<file path="src/hdl/xcr_pkg.sv">
package xcr_pkg;

  // Control bytes of the transfer protocol.
  localparam logic [7:0] BYTE_SOH = 8'h01;
  localparam logic [7:0] BYTE_EOT = 8'h04;
  localparam logic [7:0] BYTE_ACK = 8'h06;
  localparam logic [7:0] BYTE_NAK = 8'h15;
  localparam logic [7:0] BYTE_CAN = 8'h18;

  // Input operation codes.
  localparam logic [1:0] OP_BYTE    = 2'd0;
  localparam logic [1:0] OP_TIMEOUT = 2'd1;
  localparam logic [1:0] OP_RESTART = 2'd2;

  // Verdict codes.
  localparam logic [1:0] VERDICT_NONE    = 2'd0;
  localparam logic [1:0] VERDICT_COMMIT  = 2'd1;
  localparam logic [1:0] VERDICT_DISCARD = 2'd2;

  // Error codes.
  localparam logic [2:0] ERR_NONE       = 3'd0;
  localparam logic [2:0] ERR_TIMEOUT    = 3'd1;
  localparam logic [2:0] ERR_NUMBER     = 3'd2;
  localparam logic [2:0] ERR_CRC        = 3'd3;
  localparam logic [2:0] ERR_HEADER     = 3'd4;

  // CRC-16 generator polynomial, MSB first.
  localparam logic [15:0] CRC_POLY = 16'h1021;

  // One result item as it is queued for the output channel.
  typedef struct packed {
    logic       tx_valid;
    logic [7:0] tx_byte;
    logic       data_valid;
    logic [7:0] data_byte;
    logic [6:0] data_index;
    logic [1:0] verdict;
    logic [2:0] error_code;
    logic       session_over;
    logic       last;
  } result_t;

  // Bytewise CRC-16 update, eight bit steps unrolled.
  function automatic logic [15:0] crc_update(input logic [15:0] crc, input logic [7:0] data);
    logic [15:0] c;
    c = crc ^ {data, 8'h00};
    for (int i = 0; i < 8; i++) begin
      if (c[15]) begin
        c = {c[14:0], 1'b0} ^ CRC_POLY;
      end else begin
        c = {c[14:0], 1'b0};
      end
    end
    return c;
  endfunction

endpackage

</file>
<file path="src/hdl/xmodem_crc_receiver.sv">
// Receiver side of an XMODEM-CRC transfer, fed one event per input item.
// Input channel: item_valid/item_stall with op (0 received byte, 1 receive
// timeout, 2 start new session) and rx_byte. An item is taken at a clock edge
// where item_valid is high and item_stall is low.
// Output channel: result_valid/result_stall with one result item per
// transfer: a control byte to send back, a provisional payload byte with its
// index, the packet verdict, an error code, session end and a last flag that
// marks the final result of one input item. An input item yields zero, one
// or two result items (two only when the error limit aborts with CAN twice).
// Each input item is decoded in the cycle it is taken; its results are
// written into a four-deep result queue whose head drives the output.
// Throughput is one input item per cycle while the output drains.
// item_stall rises when three or more results are queued, so a stalled
// output side holds the input back only once three results are queued.
// cfg_write loads max_errors from cfg_data; write it only while idle.
// Reset (rst, synchronous) empties the queue, sets max_errors to 10 and
// starts a fresh session expecting packet number 1.
module xmodem_crc_receiver #(
  parameter int PACKET_BYTES = 128
) (
  input  logic       clk,
  input  logic       rst,
  // Input items.
  input  logic       item_valid,
  output logic       item_stall,
  input  logic [1:0] op,
  input  logic [7:0] rx_byte,
  // Configuration.
  input  logic       cfg_write,
  input  logic [7:0] cfg_data,
  // Result items.
  output logic       result_valid,
  input  logic       result_stall,
  output logic       tx_valid,
  output logic [7:0] tx_byte,
  output logic       data_valid,
  output logic [7:0] data_byte,
  output logic [6:0] data_index,
  output logic [1:0] verdict,
  output logic [2:0] error_code,
  output logic       session_over,
  output logic       last
);

  localparam int CNT_W = (PACKET_BYTES > 1) ? $clog2(PACKET_BYTES) : 1;
  localparam logic [CNT_W-1:0] LAST_INDEX = CNT_W'(PACKET_BYTES - 1);

  // Receive phases.
  localparam logic [2:0] PH_HEADER = 3'd0;
  localparam logic [2:0] PH_NUMBER = 3'd1;
  localparam logic [2:0] PH_COMPL  = 3'd2;
  localparam logic [2:0] PH_DATA   = 3'd3;
  localparam logic [2:0] PH_CRC_HI = 3'd4;
  localparam logic [2:0] PH_CRC_LO = 3'd5;

  // Session state.
  logic [7:0]       max_errors;
  logic [2:0]       phase, phase_next;
  logic [7:0]       expected_number, expected_number_next;
  logic [7:0]       received_number, received_number_next;
  logic [CNT_W-1:0] byte_count, byte_count_next;
  logic [15:0]      running_crc, running_crc_next;
  logic [7:0]       crc_high_byte, crc_high_byte_next;
  logic [7:0]       error_count, error_count_next;
  logic             ended, ended_next;

  // Result queue.
  xcr_pkg::result_t queue [4];
  logic [1:0]       wr_ptr;
  logic [1:0]       rd_ptr;
  logic [2:0]       count;

  logic             accept;
  logic             pop;
  logic [1:0]       push_n;
  xcr_pkg::result_t res0, res1;

  // Decode helpers.
  logic             do_fail;
  logic [1:0]       fail_verdict;
  logic [2:0]       fail_err;
  logic [7:0]       err_inc;
  logic [15:0]      got_crc;
  logic [8:0]       number_sum;

  assign item_stall = (count >= 3'd3);
  assign accept     = item_valid && !item_stall;
  assign pop        = result_valid && !result_stall;

  assign got_crc    = {crc_high_byte, rx_byte};
  assign number_sum = {1'b0, received_number} + {1'b0, rx_byte};
  assign err_inc    = (error_count == 8'hFF) ? error_count : error_count + 8'd1;

  // Decode one input item into next state and up to two results.
  always_comb begin
    phase_next           = phase;
    expected_number_next = expected_number;
    received_number_next = received_number;
    byte_count_next      = byte_count;
    running_crc_next     = running_crc;
    crc_high_byte_next   = crc_high_byte;
    error_count_next     = error_count;
    ended_next           = ended;
    push_n               = 2'd0;
    res0                 = '0;
    res1                 = '0;
    do_fail              = 1'b0;
    fail_verdict         = xcr_pkg::VERDICT_NONE;
    fail_err             = xcr_pkg::ERR_NONE;

    if (op == xcr_pkg::OP_RESTART) begin
      phase_next           = PH_HEADER;
      expected_number_next = 8'd1;
      received_number_next = 8'd0;
      byte_count_next      = '0;
      running_crc_next     = 16'd0;
      crc_high_byte_next   = 8'd0;
      error_count_next     = 8'd0;
      ended_next           = 1'b0;
    end else if (op == xcr_pkg::OP_TIMEOUT && !ended) begin
      if (phase != PH_HEADER) begin
        do_fail      = 1'b1;
        fail_verdict = xcr_pkg::VERDICT_DISCARD;
        fail_err     = xcr_pkg::ERR_TIMEOUT;
      end
    end else if (op == xcr_pkg::OP_BYTE && !ended) begin
      unique case (phase)
        PH_HEADER: begin
          if (rx_byte == xcr_pkg::BYTE_SOH) begin
            phase_next = PH_NUMBER;
          end else if (rx_byte == xcr_pkg::BYTE_EOT) begin
            ended_next        = 1'b1;
            push_n            = 2'd1;
            res0.tx_valid     = 1'b1;
            res0.tx_byte      = xcr_pkg::BYTE_ACK;
            res0.session_over = 1'b1;
            res0.last         = 1'b1;
          end else if (rx_byte == xcr_pkg::BYTE_CAN) begin
            ended_next        = 1'b1;
            push_n            = 2'd1;
            res0.session_over = 1'b1;
            res0.last         = 1'b1;
          end else begin
            do_fail      = 1'b1;
            fail_verdict = xcr_pkg::VERDICT_NONE;
            fail_err     = xcr_pkg::ERR_HEADER;
          end
        end
        PH_NUMBER: begin
          received_number_next = rx_byte;
          phase_next           = PH_COMPL;
        end
        PH_COMPL: begin
          if (received_number != expected_number || number_sum != 9'd255) begin
            do_fail      = 1'b1;
            fail_verdict = xcr_pkg::VERDICT_DISCARD;
            fail_err     = xcr_pkg::ERR_NUMBER;
          end else begin
            byte_count_next  = '0;
            running_crc_next = 16'd0;
            phase_next       = PH_DATA;
          end
        end
        PH_DATA: begin
          running_crc_next = xcr_pkg::crc_update(running_crc, rx_byte);
          byte_count_next  = byte_count + CNT_W'(1);
          if (byte_count == LAST_INDEX) begin
            phase_next = PH_CRC_HI;
          end
          push_n          = 2'd1;
          res0.data_valid = 1'b1;
          res0.data_byte  = rx_byte;
          res0.data_index = 7'(byte_count);
          res0.last       = 1'b1;
        end
        PH_CRC_HI: begin
          crc_high_byte_next = rx_byte;
          phase_next         = PH_CRC_LO;
        end
        PH_CRC_LO: begin
          phase_next = PH_HEADER;
          if (got_crc != running_crc) begin
            do_fail      = 1'b1;
            fail_verdict = xcr_pkg::VERDICT_DISCARD;
            fail_err     = xcr_pkg::ERR_CRC;
          end else begin
            expected_number_next = expected_number + 8'd1;
            push_n               = 2'd1;
            res0.tx_valid        = 1'b1;
            res0.tx_byte         = xcr_pkg::BYTE_ACK;
            res0.verdict         = xcr_pkg::VERDICT_COMMIT;
            res0.last            = 1'b1;
          end
        end
        default: begin
          phase_next = PH_HEADER;
        end
      endcase
    end

    // Error path: count the error, then NAK or abort with CAN twice.
    if (do_fail) begin
      phase_next       = PH_HEADER;
      error_count_next = err_inc;
      res0.tx_valid    = 1'b1;
      res0.verdict     = fail_verdict;
      res0.error_code  = fail_err;
      if (err_inc >= max_errors) begin
        ended_next        = 1'b1;
        push_n            = 2'd2;
        res0.tx_byte      = xcr_pkg::BYTE_CAN;
        res0.session_over = 1'b1;
        res1.tx_valid     = 1'b1;
        res1.tx_byte      = xcr_pkg::BYTE_CAN;
        res1.session_over = 1'b1;
        res1.last         = 1'b1;
      end else begin
        push_n       = 2'd1;
        res0.tx_byte = xcr_pkg::BYTE_NAK;
        res0.last    = 1'b1;
      end
    end
  end

  // Control and session registers.
  always_ff @(posedge clk) begin
    if (rst) begin
      max_errors      <= 8'd10;
      phase           <= PH_HEADER;
      expected_number <= 8'd1;
      received_number <= 8'd0;
      byte_count      <= '0;
      running_crc     <= 16'd0;
      crc_high_byte   <= 8'd0;
      error_count     <= 8'd0;
      ended           <= 1'b0;
      wr_ptr          <= 2'd0;
      rd_ptr          <= 2'd0;
      count           <= 3'd0;
    end else begin
      if (cfg_write) begin
        max_errors <= cfg_data;
      end
      if (accept) begin
        phase           <= phase_next;
        expected_number <= expected_number_next;
        received_number <= received_number_next;
        byte_count      <= byte_count_next;
        running_crc     <= running_crc_next;
        crc_high_byte   <= crc_high_byte_next;
        error_count     <= error_count_next;
        ended           <= ended_next;
        wr_ptr          <= wr_ptr + push_n;
      end
      if (pop) begin
        rd_ptr <= rd_ptr + 2'd1;
      end
      count <= count + (accept ? {1'b0, push_n} : 3'd0) - {2'b00, pop};
    end
  end

  // Queue storage; entries need no reset.
  always_ff @(posedge clk) begin
    if (accept && push_n != 2'd0) begin
      queue[wr_ptr] <= res0;
    end
    if (accept && push_n == 2'd2) begin
      queue[wr_ptr + 2'd1] <= res1;
    end
  end

  // Head of the queue drives the output channel.
  assign result_valid = (count != 3'd0);
  assign tx_valid     = queue[rd_ptr].tx_valid;
  assign tx_byte      = queue[rd_ptr].tx_byte;
  assign data_valid   = queue[rd_ptr].data_valid;
  assign data_byte    = queue[rd_ptr].data_byte;
  assign data_index   = queue[rd_ptr].data_index;
  assign verdict      = queue[rd_ptr].verdict;
  assign error_code   = queue[rd_ptr].error_code;
  assign session_over = queue[rd_ptr].session_over;
  assign last         = queue[rd_ptr].last;

endmodule

</file>
<file path="config.mk">
export PLATFORM = sky130hd
export DESIGN_NAME = xmodem_crc_receiver
export DESIGN_NICKNAME = d
export VERILOG_FILES = /design/src/hdl/xcr_pkg.sv /design/src/hdl/xmodem_crc_receiver.sv
export SDC_FILE = /design/constraint.sdc
export NUM_CORES = 1
export LEC_CHECK = 0
export ABC_AREA = 0
export BUFFER_PORTS_ARGS = -buffer_cell sky130_fd_sc_hd__buf_2
export CAP_MARGIN = 20
export CORE_AREA = 5 5 140 142
export CTS_CLUSTER_DIAMETER = 150
export DETAILED_ROUTE_END_ITERATION = 8
export DIE_AREA = 0 0 145 147
export PLACE_DENSITY = 0.85
export SKIP_CTS_REPAIR_TIMING = 1
export SYNTH_ARGS = -nofsm -noshare
export SYNTH_HDL_FRONTEND = slang
export SYNTH_SLANG_ARGS = --single-unit
</file>
<file path="constraint.sdc">
create_clock -name clk -period 4.9 [get_ports clk]
set_input_delay 0.245 -clock clk [delete_from_list [all_inputs] [get_ports clk]]
set_output_delay 0.245 -clock clk [all_outputs]
set_load 0.1 [all_outputs]
</file>
==> flow_summary.json, run 1 <==
{
  "status": "finished, final reports clean",
  "fin_worst_skew_ns": 0.00594,
  "overflow": 0,
  "synth.most_common_cell": "dfxtp_1",
  "stdcell_count": 1305,
  "drtIter0Drc": 701,
  "p_leak_nw": 4.10,
  "worstPathArrival_ns": 4.71,
  "grt_pass1_vias": 7789,
  "yosysTopAreaCell": "dfxtp_1",
  "switching_power_mw": 1.49,
  "cts_buffers": 17,
  "yosys_warnings": 0,
  "io_buffer_count": 53,
  "via_count": 7762,
  "core_area_um2": 18300,
  "ant_nets": 0,
  "finish.utilization": 0.589,
  "sw_frac_of_total": 0.354,
  "async_flop_share": 0,
  "worstHoldPathType": "in2reg",
  "ir_drop_v": 0.000463,
  "routabilityCongestion": 0.923,
  "start_kind": "flip-flop",
  "critPathMaxFanout": 7,
  "seq_power_share": 0.413,
  "hold_slack_ns": 0.0221,
  "layout.nets": 1105,
  "finalMaxSlewViolations": 0,
  "r2r_start": "error_count[0]$_SDFFE_PP0P_",
  "synth-edff-count": 20,
  "io_pins": 57,
  "tightest_slew_ns": 1.07,
  "drcViolationCount": 0,
  "cts_buffer_depth": 2,
  "tns_ns": 0,
  "wirelength_mm": 23.0,
  "grt_max_degree": 71,
  "worstHoldStart": "cfg_data[3]",
  "crit_start": "error_count[0]$_SDFFE_PP0P_",
  "yosysSeqAreaShare": 0.412,
  "cts.reportedPaths.clkPinSlew_ns": 0.07,
  "synthToLayoutAreaGrowth_pct": 9.99,
  "timing_worst_setup_path_type": "reg2reg",
  "ys_seq_elements": 192,
  "synth_area_per_cell_um2": 9.49,
  "syn-cell-area_um2": 9820,
  "tritoncts": "yes",
  "cap_viol_max_count": 0,
  "clock-sinks": 192,
  "synthTopCellsByArea": "dfxtp_1 (35%), mux2i_1 (9.7%), mux4_2 (6.6%)",
  "clock.fmax_ghz": 0.227,
  "htreeDepth": 4,
  "fin_crit_sh": 0.900,
  "p_int_mw": 2.71,
  "row_count": 50,
  "firstDrtPassIters": 5,
  "hold_violations": 0,
  "clockPowerShare": 0.332,
  "p_per_area_nw_per_um2": 388,
  "antenna_found_initial": 2,
  "cp.required_ns": 5.20,
  "start_util": 0.536,
  "grt.total_usage": 0.216,
  "hpwl_mm": 15.3,
  "fillers": 1525,
  "wire_per_inst_um": 17.6,
  "die_area_um2": 21300,
  "die_h_um": 147,
  "setup_violations": 0,
  "dp.cells": 1270,
  "vias_per_cell": 5.95,
  "synth_common_cells": "dfxtp_1 (172), nor2_1 (166), mux2i_1 (95)",
  "drive_above_1_share": 0.145,
  "die_w_um": 145,
  "synth_cell_types": 64,
  "synth_ff_type": "dfxtp_1",
  "rsz0062_at_grt": "false",
  "finalCriticalPeriod_ns": 4.41,
  "comb_power_share": 0.255,
  "yosysTopAreaCellShare": 0.351,
  "relSlewSlack": 0.286,
  "endpoint_kind": "flip-flop",
  "cts-root-buf": "clkbuf_16",
  "clk_latency_ns": 0.44,
  "synthCells": 1035,
  "grt_pass1_wl_mm": 38.5
}
## logic make-up (layout without fill, tap and decap cells)
group / Yosys count / after routing / share of synthesized area
flops: 192 / 192 / 0.412
fa+ha+maj: 25 / 25 / 0.0334
simple gates: 360 / 360 / 0.172
mux: 126 / 126 / 0.166
other cells: 1 / 4 / 0.000382
compound gates: 160 / 160 / 0.106
xor+xnor: 65 / 65 / 0.0580
buf+inv: 106 / 139 / 0.0530
## power by group through the flow
stage	Clock [mW]	Sequential, mW	Combinational (mW)
5_1_grt	1.48	1.75	1.14
3_3_place_gp	0	1.81	0.997
2_1_floorplan	0	1.74	0.916
3_5_place_dp	0	1.81	1.01
4_1_cts	1.41	1.78	1.01
6_report	1.39	1.73	1.07
## critical path, stage by stage, from the launching register on
cell       delay [ns]
dfxtp_1          0.43
ha_1             0.24
nand2_1          0.11
nor2_1           0.16
and3_1           0.33
nor2_1           0.13
nand3_1          0.12
xnor2_1          0.15
ha_1             0.28
a2111oi_0        0.34
o21ai_0          0.15
o21ai_1          0.12
a21boi_1         0.22
nor3_1           0.08
buf_4            0.17
nand2b_1         0.14
ha_1             0.29
inv_1            0.04
ha_1             0.19
fa_1             0.38
xnor2_1          0.16
nor2_1           0.05
## layer usage
metal,track usage,share of wire,vias to the layer above
li1,-,-,3688
met2,0.367,0.48,307
met4,0.0843,0.025,2
met3,0.0395,0.059,52
met5,0,0.00030,-
met1,0.275,0.43,3713
## final timing paths
kind | end | slack, ns | cells after the start
setup / recovery | count[2]$_SDFF_PP0_ | 0.49 | 21
hold reg to reg | queue[3][6]$_SDFFE_PP0P_ | 0.48 | 2
hold / removal | max_errors[3]$_SDFFE_PP1P_ | 0.02 | 3
setup reg to reg | count[2]$_SDFF_PP0_ | 0.49 | 21
## registers in the layout, summed over array words and instances (netlist names), 7 cells and up, named ones only
| signal | flops |
|---|---|
| byte_count | 7 |
| running_crc | 16 |
| expected_number | 8 |
| received_number | 8 |
| error_count | 8 |
| crc_high_byte | 8 |
| queue | 116 |
| max_errors | 8 |
## cell usage in the layout (no fill, tap or decap), drive strengths merged, types with 14 or more instances in the layout
cell / count
mux2i: 95
and3: 14
clkbuf: 17
ha: 23
mux4: 29
a21oi: 66
nor2: 166
nand4: 19
nand3: 31
buf: 72
inv: 42
xnor2: 41
xor2: 24
edfxtp: 20
nand2: 48
nand2b: 17
o21ai: 35
dfxtp: 172
## final cells by class
cell class	count	area [um^2]	share of cell area
antenna	1	2.50	0.000232
clock buffer	17	425	0.0394
clock inverter	15	171	0.0159
inverter	35	131	0.0122
multi-input combinational	739	5320	0.492
sequential	192	4050	0.374
tap	234	293	0.0271
timing repair buffer	72	420	0.0389
## per-stage QoR
| stage | cell area, um^2 | setup WS, ns | total power [mW] |
|---|---|---|---|
| floorplan | 9830 | 0.268 | 2.65 |
| global placement | 10200 | 0.675 | 2.81 |
| detailed placement | 10200 | 0.545 | 2.82 |
| CTS | 10800 | 0.474 | 4.20 |
| global route | 10800 | 0.151 | 4.37 |
| finish | 10800 | 0.491 | 4.20 |
(Power assumes the default switching activity.)
==> run 2: changes to the inputs <==
--- a/config.mk
+++ b/config.mk
@@ -6,12 +6,12 @@
 export NUM_CORES = 1
 export LEC_CHECK = 0
 export ABC_AREA = 0
-export BUFFER_PORTS_ARGS = -buffer_cell sky130_fd_sc_hd__buf_2
 export CAP_MARGIN = 20
-export CORE_AREA = 5 5 140 142
+export CORE_AREA = 5 5 137 139
 export CTS_CLUSTER_DIAMETER = 150
 export DETAILED_ROUTE_END_ITERATION = 8
-export DIE_AREA = 0 0 145 147
+export DIE_AREA = 0 0 142 144
+export DONT_BUFFER_PORTS = 1
 export PLACE_DENSITY = 0.85
 export SKIP_CTS_REPAIR_TIMING = 1
 export SYNTH_ARGS = -nofsm -noshare
==> flow_summary.json, run 2 (synthesis results as in run 1) <==
{
  "sw_frac_of_total": 0.345,
  "synthToLayoutAreaGrowth_pct": 11.7,
  "tritoncts": "yes",
  "grt_max_degree": 71,
  "htreeDepth": 4,
  "core_area_um2": 17500,
  "routabilityCongestion": 0.921,
  "vias_per_cell": 6.11,
  "p_per_area_nw_per_um2": 386,
  "ir_drop_v": 0.000444,
  "die_area_um2": 20400,
  "clk_latency_ns": 0.45,
  "wl_met1_mm": 10.3,
  "start_kind": "flip-flop",
  "postLayoutCellArea_um2": 11000,
  "worstPathArrival_ns": 4.90,
  "p_leak_nw": 4.14,
  "cp.required_ns": 5.28,
  "cap_viol_max_count": 0,
  "die_w_um": 142,
  "stdcell_count": 1287,
  "tns_ns": 0,
  "critPathMaxStageDelay_ns": 0.59,
  "firstDrtPassIters": 7,
  "hold_violations": 2,
  "layout_common_cells": "dfxtp_1 (171), nor2_1 (165), mux2i_1 (95)",
  "io_buffer_count": 0,
  "cts-root-buf": "clkbuf_16",
  "wirelength_mm": 25.2,
  "p_int_mw": 2.78,
  "antenna_cells": 0,
  "grt_pass1_vias": 7719,
  "drive_above_1_share": 0.0983,
  "seq_power_share": 0.406,
  "largest_register": "queue",
  "antenna_found_initial": 0,
  "place_area_um2": 9910,
  "switching_power_mw": 1.46,
  "tightest_slew_ns": 0.996,
  "relSlewSlack": 0.336,
  "fin_ws_ns": 0.373,
  "cts_buffers": 17,
  "hpwl_mm": 15.8,
  "route.met3.wl_mm": 1.99,
  "status": "finished with violations",
  "cp_cell_sequence": "ha_1 -> inv_1 -> fa_1 -> xor2_1 -> nor4b_1 -> nand4_1 -> nor4_1 -> a2111o_1 -> buf_4 -> and2_0 -> a31oi_1 -> a211oi_1 -> dlygate4sd3_1",
  "cts_buffer_depth": 2,
  "layout.nets": 1093,
  "fin_crit_sh": 0.924,
  "grt_pass1_wl_mm": 39.4,
  "finalCriticalPeriod_ns": 4.53,
  "ant_nets": 0,
  "fin_worst_skew_ns": 0.0157,
  "slowest_stage": "dlygate4sd3_1",
  "drcViolationCount": 0,
  "fillers": 1356,
  "start_util": 0.560,
  "grt.total_usage": 0.241,
  "overflow": 0,
  "row_count": 49,
  "top_layer_used": "met4",
  "violations": "negative hold slack",
  "clock-sinks": 192,
  "clock.fmax_ghz": 0.221,
  "comb_power_share": 0.250,
  "finalMaxSlewViolations": 0,
  "endpoint_kind": "flip-flop",
  "io_pins": 57,
  "wl_met2_mm": 12.3,
  "largest_reg_flops": 116,
  "worstHoldPathType": "in2reg",
  "final_common_cell": "dfxtp_1",
  "clockPowerShare": 0.345,
  "drtIter0Drc": 702,
  "reg.largest.list": "queue: 116 flops, running_crc: 16 flops",
  "critPathMaxFanout": 15,
  "dp.cells": 1212,
  "timing_worst_setup_path_type": "reg2reg",
  "die_h_um": 144,
  "setup_violations": 0,
  "wire_per_inst_um": 19.6,
  "cts.reportedPaths.clkPinSlew_ns": 0.07,
  "via_count": 7864,
  "pre_cts_slack_ns": 0.406,
  "hold_slack_ns": -0.0155
}
-- run 2: worst paths after layout --
| path | from | to | slack (ns) | cells after the start |
|---|---|---|---|---|
| max | received_number[0]$_SDFFE_PP0P_ | phase[1]$_SDFFE_PP0P_ | 0.37 | 13 |
| min | cfg_data[0] | max_errors[0]$_SDFFE_PP0P_ | -0.02 | 2 |
| max reg2reg | received_number[0]$_SDFFE_PP0P_ | phase[1]$_SDFFE_PP0P_ | 0.37 | 13 |
| min reg2reg | queue[0][6]$_SDFFE_PP0P_ | queue[0][6]$_SDFFE_PP0P_ | 0.48 | 2 |
-- run 2: power by group through the flow --
stage	Clock, mW	Combinational (mW)	Sequential (mW)
after floorplan	0	0.916	1.74
after global placement	0	1.01	1.75
after detailed placement	0	1.02	1.75
after CTS	1.47	1.03	1.72
after global routing	1.55	1.13	1.73
final	1.46	1.06	1.72
-- run 2: worst max-delay path: cells and delay by family (launching register included) --
| kind | cells | cell delay [ns] |
|---|---|---|
| buf+inv | 3 | 0.97 |
| flops | 1 | 0.38 |
| xor+xnor | 1 | 0.17 |
| compound gates | 3 | 0.74 |
| fa+ha+maj | 2 | 0.59 |
| simple gates | 4 | 1.62 |
-- run 2: per-layer routing --
metal / global-route usage / up-vias
met5: 0 / -
met2: 0.394 / 355
met4: 0.0914 / 0
met3: 0.0608 / 46
met1: 0.310 / 3821
li1: - / 3642
-- run 2: area by class of cell --
cell class                 instances  area, um^2  share of cell area
clock inverter                    14         188              0.0171
clock buffer                      18         439              0.0400
sequential                       192        4050               0.369
inverter                          35         131              0.0120
multi-input combinational        739        5320               0.485
tap                              229         287              0.0261
timing repair buffer              60         563              0.0513
-- run 2: per-stage QoR --
step | power [mW] | util
3_3_place_gp | 2.75 | 0.565
6_report | 4.24 | 0.626
2_1_floorplan | 2.65 | -
3_5_place_dp | 2.78 | 0.565
5_1_grt | 4.40 | 0.626
4_1_cts | 4.22 | 0.601
==> run 3: changes to the inputs <==
--- a/config.mk
+++ b/config.mk
@@ -12,7 +12,7 @@
 export DETAILED_ROUTE_END_ITERATION = 8
 export DIE_AREA = 0 0 142 144
 export DONT_BUFFER_PORTS = 1
-export PLACE_DENSITY = 0.85
+export PLACE_DENSITY = 0.71
 export SKIP_CTS_REPAIR_TIMING = 1
 export SYNTH_ARGS = -nofsm -noshare
 export SYNTH_HDL_FRONTEND = slang
==> constraint.sdc (replaced) <==
create_clock -name clk -period 4.9 [get_ports clk]
set_input_delay 1.47 -clock clk [delete_from_list [all_inputs] [get_ports clk]]
set_output_delay 1.47 -clock clk [all_outputs]
set_load 0.1 [all_outputs]
==> flow_summary.json, run 3 (synthesis results as in run 1) <==
{
  "firstDrtPassIters": 7,
  "io_pins": 57,
  "hold_violations": 0,
  "status": "finished, final reports clean",
  "multi_input_area_um2": 5340,
  "final_common_cell": "dfxtp_1",
  "wirelength_mm": 22.9,
  "reg.largest.list": "queue: 116 flops, running_crc: 16 flops",
  "cts.reportedPaths.clkPinSlew_ns": 0.07,
  "relSlewSlack": 0.348,
  "cts-root-buf": "clkbuf_16",
  "clk_latency_ns": 0.44,
  "io_buffer_count": 0,
  "die_w_um": 142,
  "fillers": 1538,
  "clock.fmax_ghz": 0.229,
  "drtIter0Drc": 695,
  "routabilityCongestion": 0.878,
  "finalCriticalPeriod_ns": 4.37,
  "antenna_cells": 0,
  "worstHoldPathType": "reg2reg",
  "layout.nets": 1061,
  "row_count": 49,
  "tritoncts": "yes",
  "synthToLayoutAreaGrowth_pct": 8.04,
  "drive_above_1_share": 0.111,
  "fin_crit_sh": 0.891,
  "start_kind": "primary input",
  "tns_ns": 0,
  "largest_reg_flops": 116,
  "grt_max_degree": 71,
  "tightest_slew_ns": 0.979,
  "overflow": 0,
  "critPathMaxFanout": 10,
  "hpwl_mm": 15.3,
  "start_util": 0.560,
  "rsz0062_at_grt": "false",
  "antenna_found_initial": 0,
  "p_leak_nw": 3.91,
  "fin_worst_skew_ns": 0.0110,
  "cpMostUsedCell": "ha_1",
  "layout_common_cells": "dfxtp_1 (171), nor2_1 (166), mux2i_1 (95)",
  "worstPathArrival_ns": 4.70,
  "cts_buffers": 17,
  "die_h_um": 144,
  "die_area_um2": 20400,
  "timing_worst_setup_path_type": "in2reg",
  "grt.total_usage": 0.228,
  "ir_drop_v": 0.000287,
  "ant_nets": 0,
  "wire_per_inst_um": 18.2,
  "drcViolationCount": 0,
  "cp_cell_sequence": "ha_1 -> inv_1 -> fa_2 -> nand2b_4 -> a21oi_2 -> nor4_1 -> a311o_1 -> a2111o_1 -> a21boi_2 -> nor3_2 -> nand2b_1 -> ha_1 -> inv_1 -> ha_1 -> fa_1 -> xnor2_1 -> nor2_1",
  "cts_buffer_depth": 2,
  "grt_pass1_vias": 7029,
  "setup_violations": 0,
  "htreeDepth": 4,
  "clock-sinks": 192,
  "cap_viol_max_count": 0,
  "core_area_um2": 17500,
  "largest_register": "queue",
  "via_count": 7286,
  "endpoint_kind": "flip-flop",
  "p_per_area_nw_per_um2": 383,
  "finalMaxSlewViolations": 0,
  "cp.required_ns": 5.23,
  "finalPower_mw": 4.06,
  "slowest_stage": "a2111o_1",
  "grt_pass1_wl_mm": 37.2,
  "layout.area.seq_um2": 4050,
  "critPathMaxStageDelay_ns": 0.47,
  "vias_per_cell": 5.81
}
run 3: changes by cell type in the layout (fill, tap and decap cells not counted), sizes merged:
cell and change:
clkinvlp +1, bufinv -3, dlygate4sd3 -40, inv +3, buf +8, clkinv -2
clkbuf +1
run 3: metrics by stage:
step / setup WS [ns] / std cells / instance area (um^2) / hold slack, ns / utilization
6_report: 0.534 / 1255 / 10600 / 0.481 / 0.605
3_3_place_gp: 0.154 / 1223 / 10100 / 0.457 / 0.574
2_1_floorplan: 0.0306 / 1037 / 9860 / 0.442 / -
4_1_cts: 0.548 / 1255 / 10600 / 0.482 / 0.605
3_5_place_dp: 0.0870 / 1223 / 10100 / 0.465 / 0.574
5_1_grt: 0.324 / 1255 / 10600 / 0.493 / 0.605
run 3: metal layers:
metal | global-route usage | part of all wire | vias to the layer above
met4 | 0.0540 | 0.014 | 0
li1 | - | - | 3579
met2 | 0.379 | 0.47 | 170
met1 | 0.312 | 0.47 | 3506
met3 | 0.0430 | 0.047 | 31
met5 | 0 | 0 | -
run 3: cell type report:
cell class,instances,share of cell area
multi-input cells,739,0.503
flip-flops and latches,192,0.381
clock buffers,19,0.0408
well taps,229,0.0270
repair buffers,28,0.0245
inverters,35,0.0124
clock inverters,13,0.0112
run 3: power breakdown:
part / leakage [nW] / switching (mW) / internal [mW] / total [mW]
Combinational: 2.04 / 0.708 / 0.276 / 0.984
Sequential: 1.60 / 0.0835 / 1.67 / 1.75
Clock: 0.271 / 0.655 / 0.673 / 1.33
Total: 3.91 / 1.45 / 2.62 / 4.06
run 3: worst max-delay path, delay by kind of cell:
family / cells / cell delay, ns
compound gates: 4 / 1.15
xor+xnor: 1 / 0.16
fa+ha+maj: 5 / 1.34
buf+inv: 2 / 0.10
simple gates: 5 / 0.47
run 3: path summary, 6_finish.rpt:
kind | startpoint | to | slack, ns | cells past startpoint
setup / recovery | rx_byte[0] | count[2]$_SDFF_PP0_ | 0.53 | 17
hold / removal | crc_high_byte[2]$_SDFFE_PP0P_ | crc_high_byte[2]$_SDFFE_PP0P_ | 0.48 | 2
setup reg to reg | error_count[0]$_SDFFE_PP0P_ | count[2]$_SDFF_PP0_ | 0.66 | 20
hold reg to reg | crc_high_byte[2]$_SDFFE_PP0P_ | crc_high_byte[2]$_SDFFE_PP0P_ | 0.48 | 2
